**config.mk**
```make
export PLATFORM = sky130hd
export DESIGN_NAME = led_fade_pulse_encoder_unit_flat
export DESIGN_NICKNAME = d
export VERILOG_FILES = /design/src/rtl/lfpe_pkg.sv /design/src/rtl/lfpe_channels.sv /design/src/rtl/led_fade_pulse_encoder_unit.sv /design/src/rtl/lfpe_front.sv /design/src/rtl/lfpe_queue.sv /design/src/rtl/lfpe_back.sv /design/src/flat_wrapper.sv
export SDC_FILE = /design/constraint.sdc
export NUM_CORES = 1
export LEC_CHECK = 0
export BUFFER_PORTS_ARGS = -buffer_cell sky130_fd_sc_hd__buf_2
export CORE_MARGIN = 2
export CORE_UTILIZATION = 65
export DETAILED_ROUTE_END_ITERATION = 10
export PLACE_DENSITY = 0.84
export SLEW_MARGIN = 20
export SYNTH_ARGS = -nofsm -noshare
export SYNTH_HDL_FRONTEND = slang
export SYNTH_SLANG_ARGS = --single-unit
export TNS_END_PERCENT = 10
```
**constraint.sdc**
```tcl
create_clock -name clk -period 4.8 [get_ports clk]
set_input_delay 0.24 -clock clk [delete_from_list [all_inputs] [get_ports clk]]
set_output_delay 0.24 -clock clk [all_outputs]
set_load 0.1 [all_outputs]
```
**src/rtl/lfpe_pkg.sv**
```systemverilog
// shared types, constants and the line-bit encoder for the led fade pulse encoder
package lfpe_pkg;

  localparam int unsigned ChanW      = 8;
  localparam int unsigned FrameBytes = 9;
  localparam int unsigned ColourW    = 3 * ChanW;
  localparam int unsigned FrameW     = 8 * FrameBytes;
  localparam int unsigned ByteIdxW   = $clog2(FrameBytes);
  localparam int unsigned QueueDepth = 2;

  localparam logic [ByteIdxW-1:0] LastByte = ByteIdxW'(FrameBytes - 1);

  typedef enum logic {
    KIND_FADE   = 1'b0,
    KIND_DIRECT = 1'b1
  } item_kind_t;

  // one frame waiting between the front and the back
  typedef struct packed {
    logic [ChanW-1:0] red;
    logic [ChanW-1:0] green;
    logic [ChanW-1:0] blue;
    logic             at_target;
  } frame_cmd_t;

  // green, red, blue, msb first; each colour bit gives line bits 1, bit, 0,
  // line bit p lands in bit p of the frame word (byte p/8, bit p mod 8)
  function automatic logic [FrameW-1:0] encode_frame(input logic [ChanW-1:0] red,
                                                     input logic [ChanW-1:0] green,
                                                     input logic [ChanW-1:0] blue);
    logic [ColourW-1:0] grb;
    logic [FrameW-1:0]  f;
    grb = {green, red, blue};
    f   = '0;
    for (int i = 0; i < ColourW; i++) begin
      f[3*i]     = 1'b1;
      f[3*i + 1] = grb[ColourW - 1 - i];
      f[3*i + 2] = 1'b0;
    end
    return f;
  endfunction

  function automatic logic [ChanW-1:0] step_toward(input logic [ChanW-1:0] cur,
                                                   input logic [ChanW-1:0] tgt);
    logic [ChanW-1:0] res;
    if (cur < tgt) begin
      res = cur + ChanW'(1);
    end else if (cur > tgt) begin
      res = cur - ChanW'(1);
    end else begin
      res = cur;
    end
    return res;
  endfunction

endpackage

```
**src/rtl/lfpe_channels.sv**
```systemverilog
// valid/ready channel interfaces for colour items and encoded bytes
interface lfpe_item_if
  import lfpe_pkg::*;
  ();
  logic             valid;
  logic             ready;
  logic             kind;
  logic [ChanW-1:0] red_value;
  logic [ChanW-1:0] green_value;
  logic [ChanW-1:0] blue_value;

  modport source (output valid, kind, red_value, green_value, blue_value, input ready);
  modport sink   (input valid, kind, red_value, green_value, blue_value, output ready);
endinterface

interface lfpe_byte_if;
  logic       valid;
  logic       ready;
  logic [7:0] spi_byte;
  logic       last_of_frame;
  logic       at_target;

  modport source (output valid, spi_byte, last_of_frame, at_target, input ready);
  modport sink   (input valid, spi_byte, last_of_frame, at_target, output ready);
endinterface

```
**src/rtl/led_fade_pulse_encoder_unit.sv**
```systemverilog
// top level of the led fade pulse encoder: front, frame queue and byte sender
//
// channel    dir  transfer     payload
// item_in    in   colour item  kind, red_value, green_value, blue_value
// byte_out   out  frame byte   spi_byte, last_of_frame, at_target
//
// a frame is nine byte transfers, one per cycle with no stall on byte_out;
// items that give a frame are sustained at the pace of the byte sender, which takes
// one frame for each nine bytes sent; fade items already at target are taken with no frame.
// the item side keeps accepting while the frame queue has room.
// synchronous reset clears the stored colour (black), the queue and the sender.
module led_fade_pulse_encoder_unit
  import lfpe_pkg::*;
#(
  parameter int unsigned QUEUE_DEPTH = QueueDepth
) (
  input  logic        clk,
  input  logic        rst,
  lfpe_item_if.sink   item_in,
  lfpe_byte_if.source byte_out
);

  logic       push_valid, push_ready, pop_valid, pop_ready;
  frame_cmd_t push_cmd, pop_cmd;

  lfpe_front u_front (
    .clk        (clk),
    .rst        (rst),
    .item_in    (item_in),
    .push_valid (push_valid),
    .push_ready (push_ready),
    .push_cmd   (push_cmd)
  );

  lfpe_queue #(
    .DEPTH (QUEUE_DEPTH)
  ) u_queue (
    .clk        (clk),
    .rst        (rst),
    .push_valid (push_valid),
    .push_ready (push_ready),
    .push_cmd   (push_cmd),
    .pop_valid  (pop_valid),
    .pop_ready  (pop_ready),
    .pop_cmd    (pop_cmd)
  );

  lfpe_back u_back (
    .clk       (clk),
    .rst       (rst),
    .pop_valid (pop_valid),
    .pop_ready (pop_ready),
    .pop_cmd   (pop_cmd),
    .byte_out  (byte_out)
  );

endmodule

```
**src/rtl/lfpe_front.sv**
```systemverilog
// front: takes colour items, applies fade steps to the stored colour, issues frames
module lfpe_front
  import lfpe_pkg::*;
(
  input  logic              clk,
  input  logic              rst,
  lfpe_item_if.sink         item_in,
  output logic              push_valid,
  input  logic              push_ready,
  output frame_cmd_t        push_cmd
);

  logic [ChanW-1:0] cur_red, cur_green, cur_blue;
  logic [ChanW-1:0] step_red, step_green, step_blue;
  logic             is_direct, at_now, take;

  assign is_direct  = (item_kind_t'(item_in.kind) == KIND_DIRECT);
  assign at_now     = (cur_red == item_in.red_value) && (cur_green == item_in.green_value)
                      && (cur_blue == item_in.blue_value);
  assign step_red   = step_toward(cur_red, item_in.red_value);
  assign step_green = step_toward(cur_green, item_in.green_value);
  assign step_blue  = step_toward(cur_blue, item_in.blue_value);

  // ready tracks queue space; a fade already at target is taken and dropped
  assign item_in.ready = push_ready;
  assign take          = item_in.valid && push_ready;
  assign push_valid    = item_in.valid && (is_direct || !at_now);

  always_comb begin
    if (is_direct) begin
      push_cmd.red       = item_in.red_value;
      push_cmd.green     = item_in.green_value;
      push_cmd.blue      = item_in.blue_value;
      push_cmd.at_target = 1'b0;
    end else begin
      push_cmd.red       = step_red;
      push_cmd.green     = step_green;
      push_cmd.blue      = step_blue;
      push_cmd.at_target = (step_red == item_in.red_value)
                           && (step_green == item_in.green_value)
                           && (step_blue == item_in.blue_value);
    end
  end

  always_ff @(posedge clk) begin
    if (rst) begin
      cur_red   <= '0;
      cur_green <= '0;
      cur_blue  <= '0;
    end else if (take && !is_direct && !at_now) begin
      cur_red   <= step_red;
      cur_green <= step_green;
      cur_blue  <= step_blue;
    end
  end

endmodule

```
**src/rtl/lfpe_queue.sv**
```systemverilog
// small first-in first-out queue of frame commands between front and back
module lfpe_queue
  import lfpe_pkg::*;
#(
  parameter int unsigned DEPTH = QueueDepth
) (
  input  logic       clk,
  input  logic       rst,
  input  logic       push_valid,
  output logic       push_ready,
  input  frame_cmd_t push_cmd,
  output logic       pop_valid,
  input  logic       pop_ready,
  output frame_cmd_t pop_cmd
);

  localparam int unsigned PtrW = (DEPTH > 1) ? $clog2(DEPTH) : 1;
  localparam int unsigned CntW = $clog2(DEPTH + 1);
  localparam logic [PtrW-1:0] LastSlot = PtrW'(DEPTH - 1);

  frame_cmd_t      slots [DEPTH];
  logic [PtrW-1:0] wr_ptr, rd_ptr;
  logic [CntW-1:0] count;
  logic            do_push, do_pop;

  assign push_ready = (count != CntW'(DEPTH));
  assign pop_valid  = (count != '0);
  assign pop_cmd    = slots[rd_ptr];
  assign do_push    = push_valid && push_ready;
  assign do_pop     = pop_valid && pop_ready;

  always_ff @(posedge clk) begin
    if (do_push) begin
      slots[wr_ptr] <= push_cmd;
    end
  end

  always_ff @(posedge clk) begin
    if (rst) begin
      wr_ptr <= '0;
      rd_ptr <= '0;
      count  <= '0;
    end else begin
      if (do_push) begin
        wr_ptr <= (wr_ptr == LastSlot) ? '0 : wr_ptr + PtrW'(1);
      end
      if (do_pop) begin
        rd_ptr <= (rd_ptr == LastSlot) ? '0 : rd_ptr + PtrW'(1);
      end
      if (do_push && !do_pop) begin
        count <= count + CntW'(1);
      end else if (do_pop && !do_push) begin
        count <= count - CntW'(1);
      end
    end
  end

endmodule

```
**src/rtl/lfpe_back.sv**
```systemverilog
// back: encodes a frame and sends it out one byte per transfer
module lfpe_back
  import lfpe_pkg::*;
(
  input  logic       clk,
  input  logic       rst,
  input  logic       pop_valid,
  output logic       pop_ready,
  input  frame_cmd_t pop_cmd,
  lfpe_byte_if.source byte_out
);

  logic [FrameW-1:0]   frame;
  logic [ByteIdxW-1:0] byte_idx;
  logic                active;
  logic                frame_at;
  logic                out_valid;
  logic [7:0]          out_byte;
  logic                out_last;
  logic                out_at;
  logic                advance, emit, on_last, load;

  assign advance   = !out_valid || byte_out.ready;
  assign emit      = advance && active;
  assign on_last   = (byte_idx == LastByte);
  // next frame loads as the last byte of the current one leaves
  assign load      = pop_valid && (!active || (emit && on_last));
  assign pop_ready = !active || (emit && on_last);

  assign byte_out.valid         = out_valid;
  assign byte_out.spi_byte      = out_byte;
  assign byte_out.last_of_frame = out_last;
  assign byte_out.at_target     = out_at;

  always_ff @(posedge clk) begin
    if (rst) begin
      active    <= 1'b0;
      out_valid <= 1'b0;
      byte_idx  <= '0;
    end else begin
      if (emit) begin
        out_valid <= 1'b1;
        byte_idx  <= byte_idx + ByteIdxW'(1);
        if (on_last) begin
          active <= 1'b0;
        end
      end else if (advance) begin
        out_valid <= 1'b0;
      end
      if (load) begin
        active   <= 1'b1;
        byte_idx <= '0;
      end
    end
  end

  always_ff @(posedge clk) begin
    if (emit) begin
      out_byte <= frame[{byte_idx, 3'b000} +: 8];
      out_last <= on_last;
      out_at   <= frame_at;
    end
    if (load) begin
      frame    <= encode_frame(pop_cmd.red, pop_cmd.green, pop_cmd.blue);
      frame_at <= pop_cmd.at_target;
    end
  end

endmodule

```
**src/flat_wrapper.sv**
```systemverilog
// flat-port wrapper written by rule: the top's interface ports become plain ports
module led_fade_pulse_encoder_unit_flat import lfpe_pkg::*;
#(
  parameter int unsigned QUEUE_DEPTH = QueueDepth
)
  (clk, rst, item_in_valid, item_in_kind, item_in_red_value, item_in_green_value, item_in_blue_value, item_in_ready, byte_out_valid, byte_out_spi_byte, byte_out_last_of_frame, byte_out_at_target, byte_out_ready);
  lfpe_item_if item_in_i ();
  lfpe_byte_if byte_out_i ();
  input  logic clk;
  input  logic rst;
  input wire logic [$bits(item_in_i.valid)-1:0] item_in_valid;
  input wire logic [$bits(item_in_i.kind)-1:0] item_in_kind;
  input wire logic [$bits(item_in_i.red_value)-1:0] item_in_red_value;
  input wire logic [$bits(item_in_i.green_value)-1:0] item_in_green_value;
  input wire logic [$bits(item_in_i.blue_value)-1:0] item_in_blue_value;
  output wire logic [$bits(item_in_i.ready)-1:0] item_in_ready;
  output wire logic [$bits(byte_out_i.valid)-1:0] byte_out_valid;
  output wire logic [$bits(byte_out_i.spi_byte)-1:0] byte_out_spi_byte;
  output wire logic [$bits(byte_out_i.last_of_frame)-1:0] byte_out_last_of_frame;
  output wire logic [$bits(byte_out_i.at_target)-1:0] byte_out_at_target;
  input wire logic [$bits(byte_out_i.ready)-1:0] byte_out_ready;
  assign item_in_i.valid = item_in_valid;
  assign item_in_i.kind = item_in_kind;
  assign item_in_i.red_value = item_in_red_value;
  assign item_in_i.green_value = item_in_green_value;
  assign item_in_i.blue_value = item_in_blue_value;
  assign item_in_ready = item_in_i.ready;
  assign byte_out_valid = byte_out_i.valid;
  assign byte_out_spi_byte = byte_out_i.spi_byte;
  assign byte_out_last_of_frame = byte_out_i.last_of_frame;
  assign byte_out_at_target = byte_out_i.at_target;
  assign byte_out_i.ready = byte_out_ready;
  led_fade_pulse_encoder_unit #(.QUEUE_DEPTH(QUEUE_DEPTH)) u_core (.clk(clk), .rst(rst), .item_in(item_in_i), .byte_out(byte_out_i));
endmodule
```
Word-level counts from Yosys, hierarchy flattened
Memory sizes are Yosys's and may differ from the RTL's. A register that Yosys moved wholly into a read port is not among the register bits.
Cells that the tools add are included.

cells by class
  bitwise gates (word level) = 0
  shift-type cells = 1
  div/mod/pow operators = 0
  multiplexer cells = 18
  order comparisons = 6
  eq/ne operators = 8
  $mul = 0
  reductions and logical operators = 30
  add/subtract/negate cells = 11

operators with widths
  operator             count
  $shiftx 72x8->8      1
  $eq 8x8->1           6
  $mux 8               6
  $mux 25              1
  $add 8x1->8 const B  3
  $gt 8x8->1           3
  $lt 8x8->1           3
  $sub 8x1->8 const B  3
  $logic_and 1x1->1    14
  $reduce_bool 2->1    5
  $mux 1               9
  $logic_not 1->1      6
  $add 4x1->4 const B  1
  $eq 4x4->1 const B   1
  $mux 2               2
  $logic_or 1x1->1     3
  $add 1x1->1 const B  2
  $add 2x1->2 const B  1
  $ne 2x2->1 const B   1
  $reduce_and 2->1     1
  $reduce_or 2->1      1
  $sub 2x1->2 const B  1

storage, ports and cells
  latch bits = 0
  flip-flop bits (word level) = 44
  bits in read-only memories = 0
  memory bits (writable) = 50
  output and inout bits = 12
  memories = 1
  input bits = 29
  logic and storage cells = 87

memory list
  name                  words  width  read ports  clocked after memory_dff  write ports  line              text
  u_core.u_queue.slots  2      25     1           1                         1            lfpe_queue.sv:21  frame_cmd_t slots [DEPTH];

Logic depth before layout (Yosys ltp)
  depth in word-level cells = 11
  depth in mapped cells = 12
  depth with buffers taken out = 11

Cells and area by module
A second synthesis with hierarchy kept.

unflattened totals
  cell total of the unflattened synthesis = 702
  area total of the unflattened synthesis = 7116.8 um^2

by module, submodules not included
  module      cells each  seq. area each (um^2)  area each (um^2)  times used
  lfpe_front  476         480.5                  3395.8            1
  lfpe_queue  102         1601.5                 2023.2            1
  lfpe_back   124         1171.1                 1697.9            1

Worst setup path before layout
Ideal clock, no wire load.

  path kind = register -> register
  start point = reg u_core.u_queue.count[0]
  end point = mem u_core.u_queue.slots[0][0] in the netlist's numbering, enable pin
  library setup time = 0.438 ns
  required time = 4.362 ns
  path buffers = 0
  period minus slack after synthesis = 3.648 ns
  arrival = 3.210 ns
  stages on the path, launching flop included = 4
  path slack = 1.152 ns
  path through = dfxtp_1 > nand2b_1 > nand2_1 > nor3_1

between the ends
  cells in the longest elaborated chain, start to end = 4

RTL lines
  item                          line                text
  from (decl)                   lfpe_queue.sv:23    logic [CntW-1:0] count;
  from (signal assigned)        lfpe_queue.sv:51    count <= count + CntW'(1);
  from (signal assigned)        lfpe_queue.sv:53    count <= count - CntW'(1);
  $ne 2x2->1                    lfpe_queue.sv:26    assign push_ready = (count != CntW'(DEPTH));
  via item_in_ready             flat_wrapper.sv:16  output wire logic [$bits(item_in_i.ready)-1:0] item_in_ready;
  $logic_and 1x1->1             lfpe_queue.sv:29    assign do_push = push_valid && push_ready;
  $mux 1                        lfpe_queue.sv:33    if (do_push) begin
  $mux 1 (not written as such)  lfpe_queue.sv:34    slots[wr_ptr] <= push_cmd;
  to (decl)                     lfpe_queue.sv:21

The timed path passes the listed nets, and every way through them passes these cells.

==> reports/results.ini <==
[run_status]
status=completed

[floorplan]
io_pins=41
initial_utilization_pct=66.1
fp.dieW_um=106
rows=37
coreArea_um2=10200
dieArea_um2=11200
die_h_um=106

[place]
dp_cells=807
dpl_cell_area_um2=7030
dp_hpwl_mm=11.1
gp_congestion=0.923
placement.io_buffers=40
placement.setup.worst_slack_ns=1.37

[cts]
root_buffer=clkbuf_8
clkLatencyLatePin_ns=0.52
cts_buffer_depth=2
post_cts_buffers=0
postCtsResizedCells=0
h-tree-depth=4
cts_tree=yes
hold_buffers=0
cts_sinks=119
numCtsBuffers=17
clkSlewWorstSetupHoldPaths_ns=0.06

[power_and_ir_drop]
combPwrFrac_pct=24.4
finalPower_mw=3.50
sw_frac_of_total_pct=34.4
switching_power_mw=1.20
power_density_nw_per_um2=462
clkPwrFrac_pct=32.4
leakage_nw=2.92
internal_power_mw=2.29
ir_drop_v=0.000371
p_seq_share_pct=43.2

[drt]
viasPerCell=6.10
firstDrtPassIters=5
final_antenna_net_count=0
finalWirelength_mm=15.7
via_count=5115
drcViolationCount=0
drt_iter0_markers=514
wl_per_cell_um=18.7

[cells_and_area]
final_cell_mix=85 x edfxtp_1, 56 x nand2_1, 56 x nor2_1
multiInputGateArea_um2=3280
final_nets=752
final_cells=839
finish.utilization_pct=74.0
final_common_cell=edfxtp_1
syn_to_final_growth_pct=11.9
regArea_um2=3230
final_area_um2=7570
drive_above_1_share_pct=17.1
fillers=704
n_antenna_cell=0

[global_routing]
grt_util_all_layers_pct=29.6
grt_max_degree=49
grt_antenna_before_repair=0
overflow=0
grt_pass1_vias=5042
grt_pass1_wl_mm=25.4

[timing]
hold_viol=0
fin_tns_setup_ns=0
hold_slack_ns=0.0306
final.min_clock_period_ns=3.55
setup-violations-final=0
fin_skew_ns=0.0196
layout_setup_ws_ns=1.25
finalMaxSlewViolations=0
max_slew_margin_pct=36.5
fmax_mhz=282
timing.final.crit_share_pct=73.9
rsz0062_at_grt=false
worst_slew_pin_slew_ns=0.951

[setup_path]
crit_arrival_ns=3.84
critPathKind=reg -> reg
critPathMaxFanout=13
required_ns=5.09
end_kind=flip-flop
start_kind=flip-flop

[logic_synthesis]
synth_area_per_cell_um2=10.2
synthCells=660
synth_fp_nets=722
yosysWarnings=0
yosysSeqAreaShare_pct=47.8
yosys.cell_types.count=66
ys_top_cells_by_area=edfxtp_1 38%, dfxtp_1 10%, ha_1 6.1%
synth_ff_type=edfxtp_1
synth_area_um2=6760
yosysTopAreaCell=edfxtp_1
synth_edf_count=85
synth-seq-cells=119
yosysTopAreaCellShare_pct=37.7
async_flop_share_pct=0

[worst_hold_path]
hp-class=in -> reg

[flow_run]
drv_cap=0

[per-layer routing]
metal  part of all wire, %  GRT usage [%]  vias to the layer above
met5                     0              0                        -
met4                   2.8           12.8                        0
met3                   6.0           7.11                       27
met2                    48           47.2                      181
met1                    43           38.7                     2441
li1                      -              -                     2466
[worst paths after layout]
path                            slack [ns]                 startpoint                          endpoint  cells past startpoint
worst max-delay path                  1.25  u_core.u_front.cur_red[5]        u_core.u_queue.slots[1][0]                     10
worst min-delay path                  0.03             byte_out_ready      u_core.u_back.byte_out.valid                      4
worst max register to register        1.25  u_core.u_front.cur_red[5]        u_core.u_queue.slots[1][0]                     10
worst min register to register        0.42     u_core.u_back.frame_at  u_core.u_back.byte_out.at_target                      0
[area by class of cell]
| type | instances | share of cell area (%) |
|---|---|---|
| tap | 136 | 2.25 |
| clock buffer | 18 | 5.52 |
| sequential | 119 | 42.7 |
| inverter | 35 | 1.74 |
| multi-input combinational | 475 | 43.4 |
| clock inverter | 14 | 1.54 |
| timing repair buffer | 42 | 2.84 |
[worst max-delay path: stages (launching register included)]
cell,delay [ns]
dfxtp_1,0.46
ha_1,0.31
nand4_2,0.17
o21ai_1,0.15
nor3_4,0.58
mux2i_4,0.37
xnor2_1,0.18
o2111ai_1,0.15
a2111oi_0,0.36
nand4_1,0.22
nor4_2,0.38
[synth_stat cells, drive strengths merged (4+ instances only)]
cell,n
o211ai,5
or3,14
a21oi,34
mux2,27
nor3,19
nand2,56
edfxtp,85
nand2b,5
dfxtp,34
inv,35
xnor2,36
nor2b,5
and3,6
nand4,9
xor2,28
nor4,4
and2,4
a31oi,9
mux2i,8
nor2,56
a21o,7
nand3,17
a211oi,8
o21ai,44
clkbuf,27
ha,33
buf,4
[kinds of logic after synthesis]
group | Yosys count | share of synthesized area, %
xor+xnor | 64 | 8.29
compound gates | 137 | 13.0
flops | 119 | 47.8
buf+inv | 66 | 3.81
fa+ha+maj | 33 | 6.11
mux | 35 | 5.86
simple gates | 206 | 15.1
[registers in the layout, indices dropped and copies added (netlist names), 2 cells and up]
name and flops:
u_core.u_back.byte_idx 4, u_core.u_back.byte_out.spi_byte 8, u_core.u_back.frame 24, u_core.u_front.cur_blue 8, u_core.u_front.cur_green 8, u_core.u_front.cur_red 8
u_core.u_queue.count 2, u_core.u_queue.slots 50
[power groups by stage]
stage / logic (mW) / registers (mW) / clock network, mW
after floorplan: 0.500 / 1.65 / 0
after global placement: 0.810 / 1.52 / 0
after detailed placement: 0.836 / 1.53 / 0
after CTS: 0.853 / 1.51 / 1.15
after global routing: 0.918 / 1.53 / 1.20
final: 0.853 / 1.51 / 1.13
Note: power is estimated with default switching activity, not from simulation.
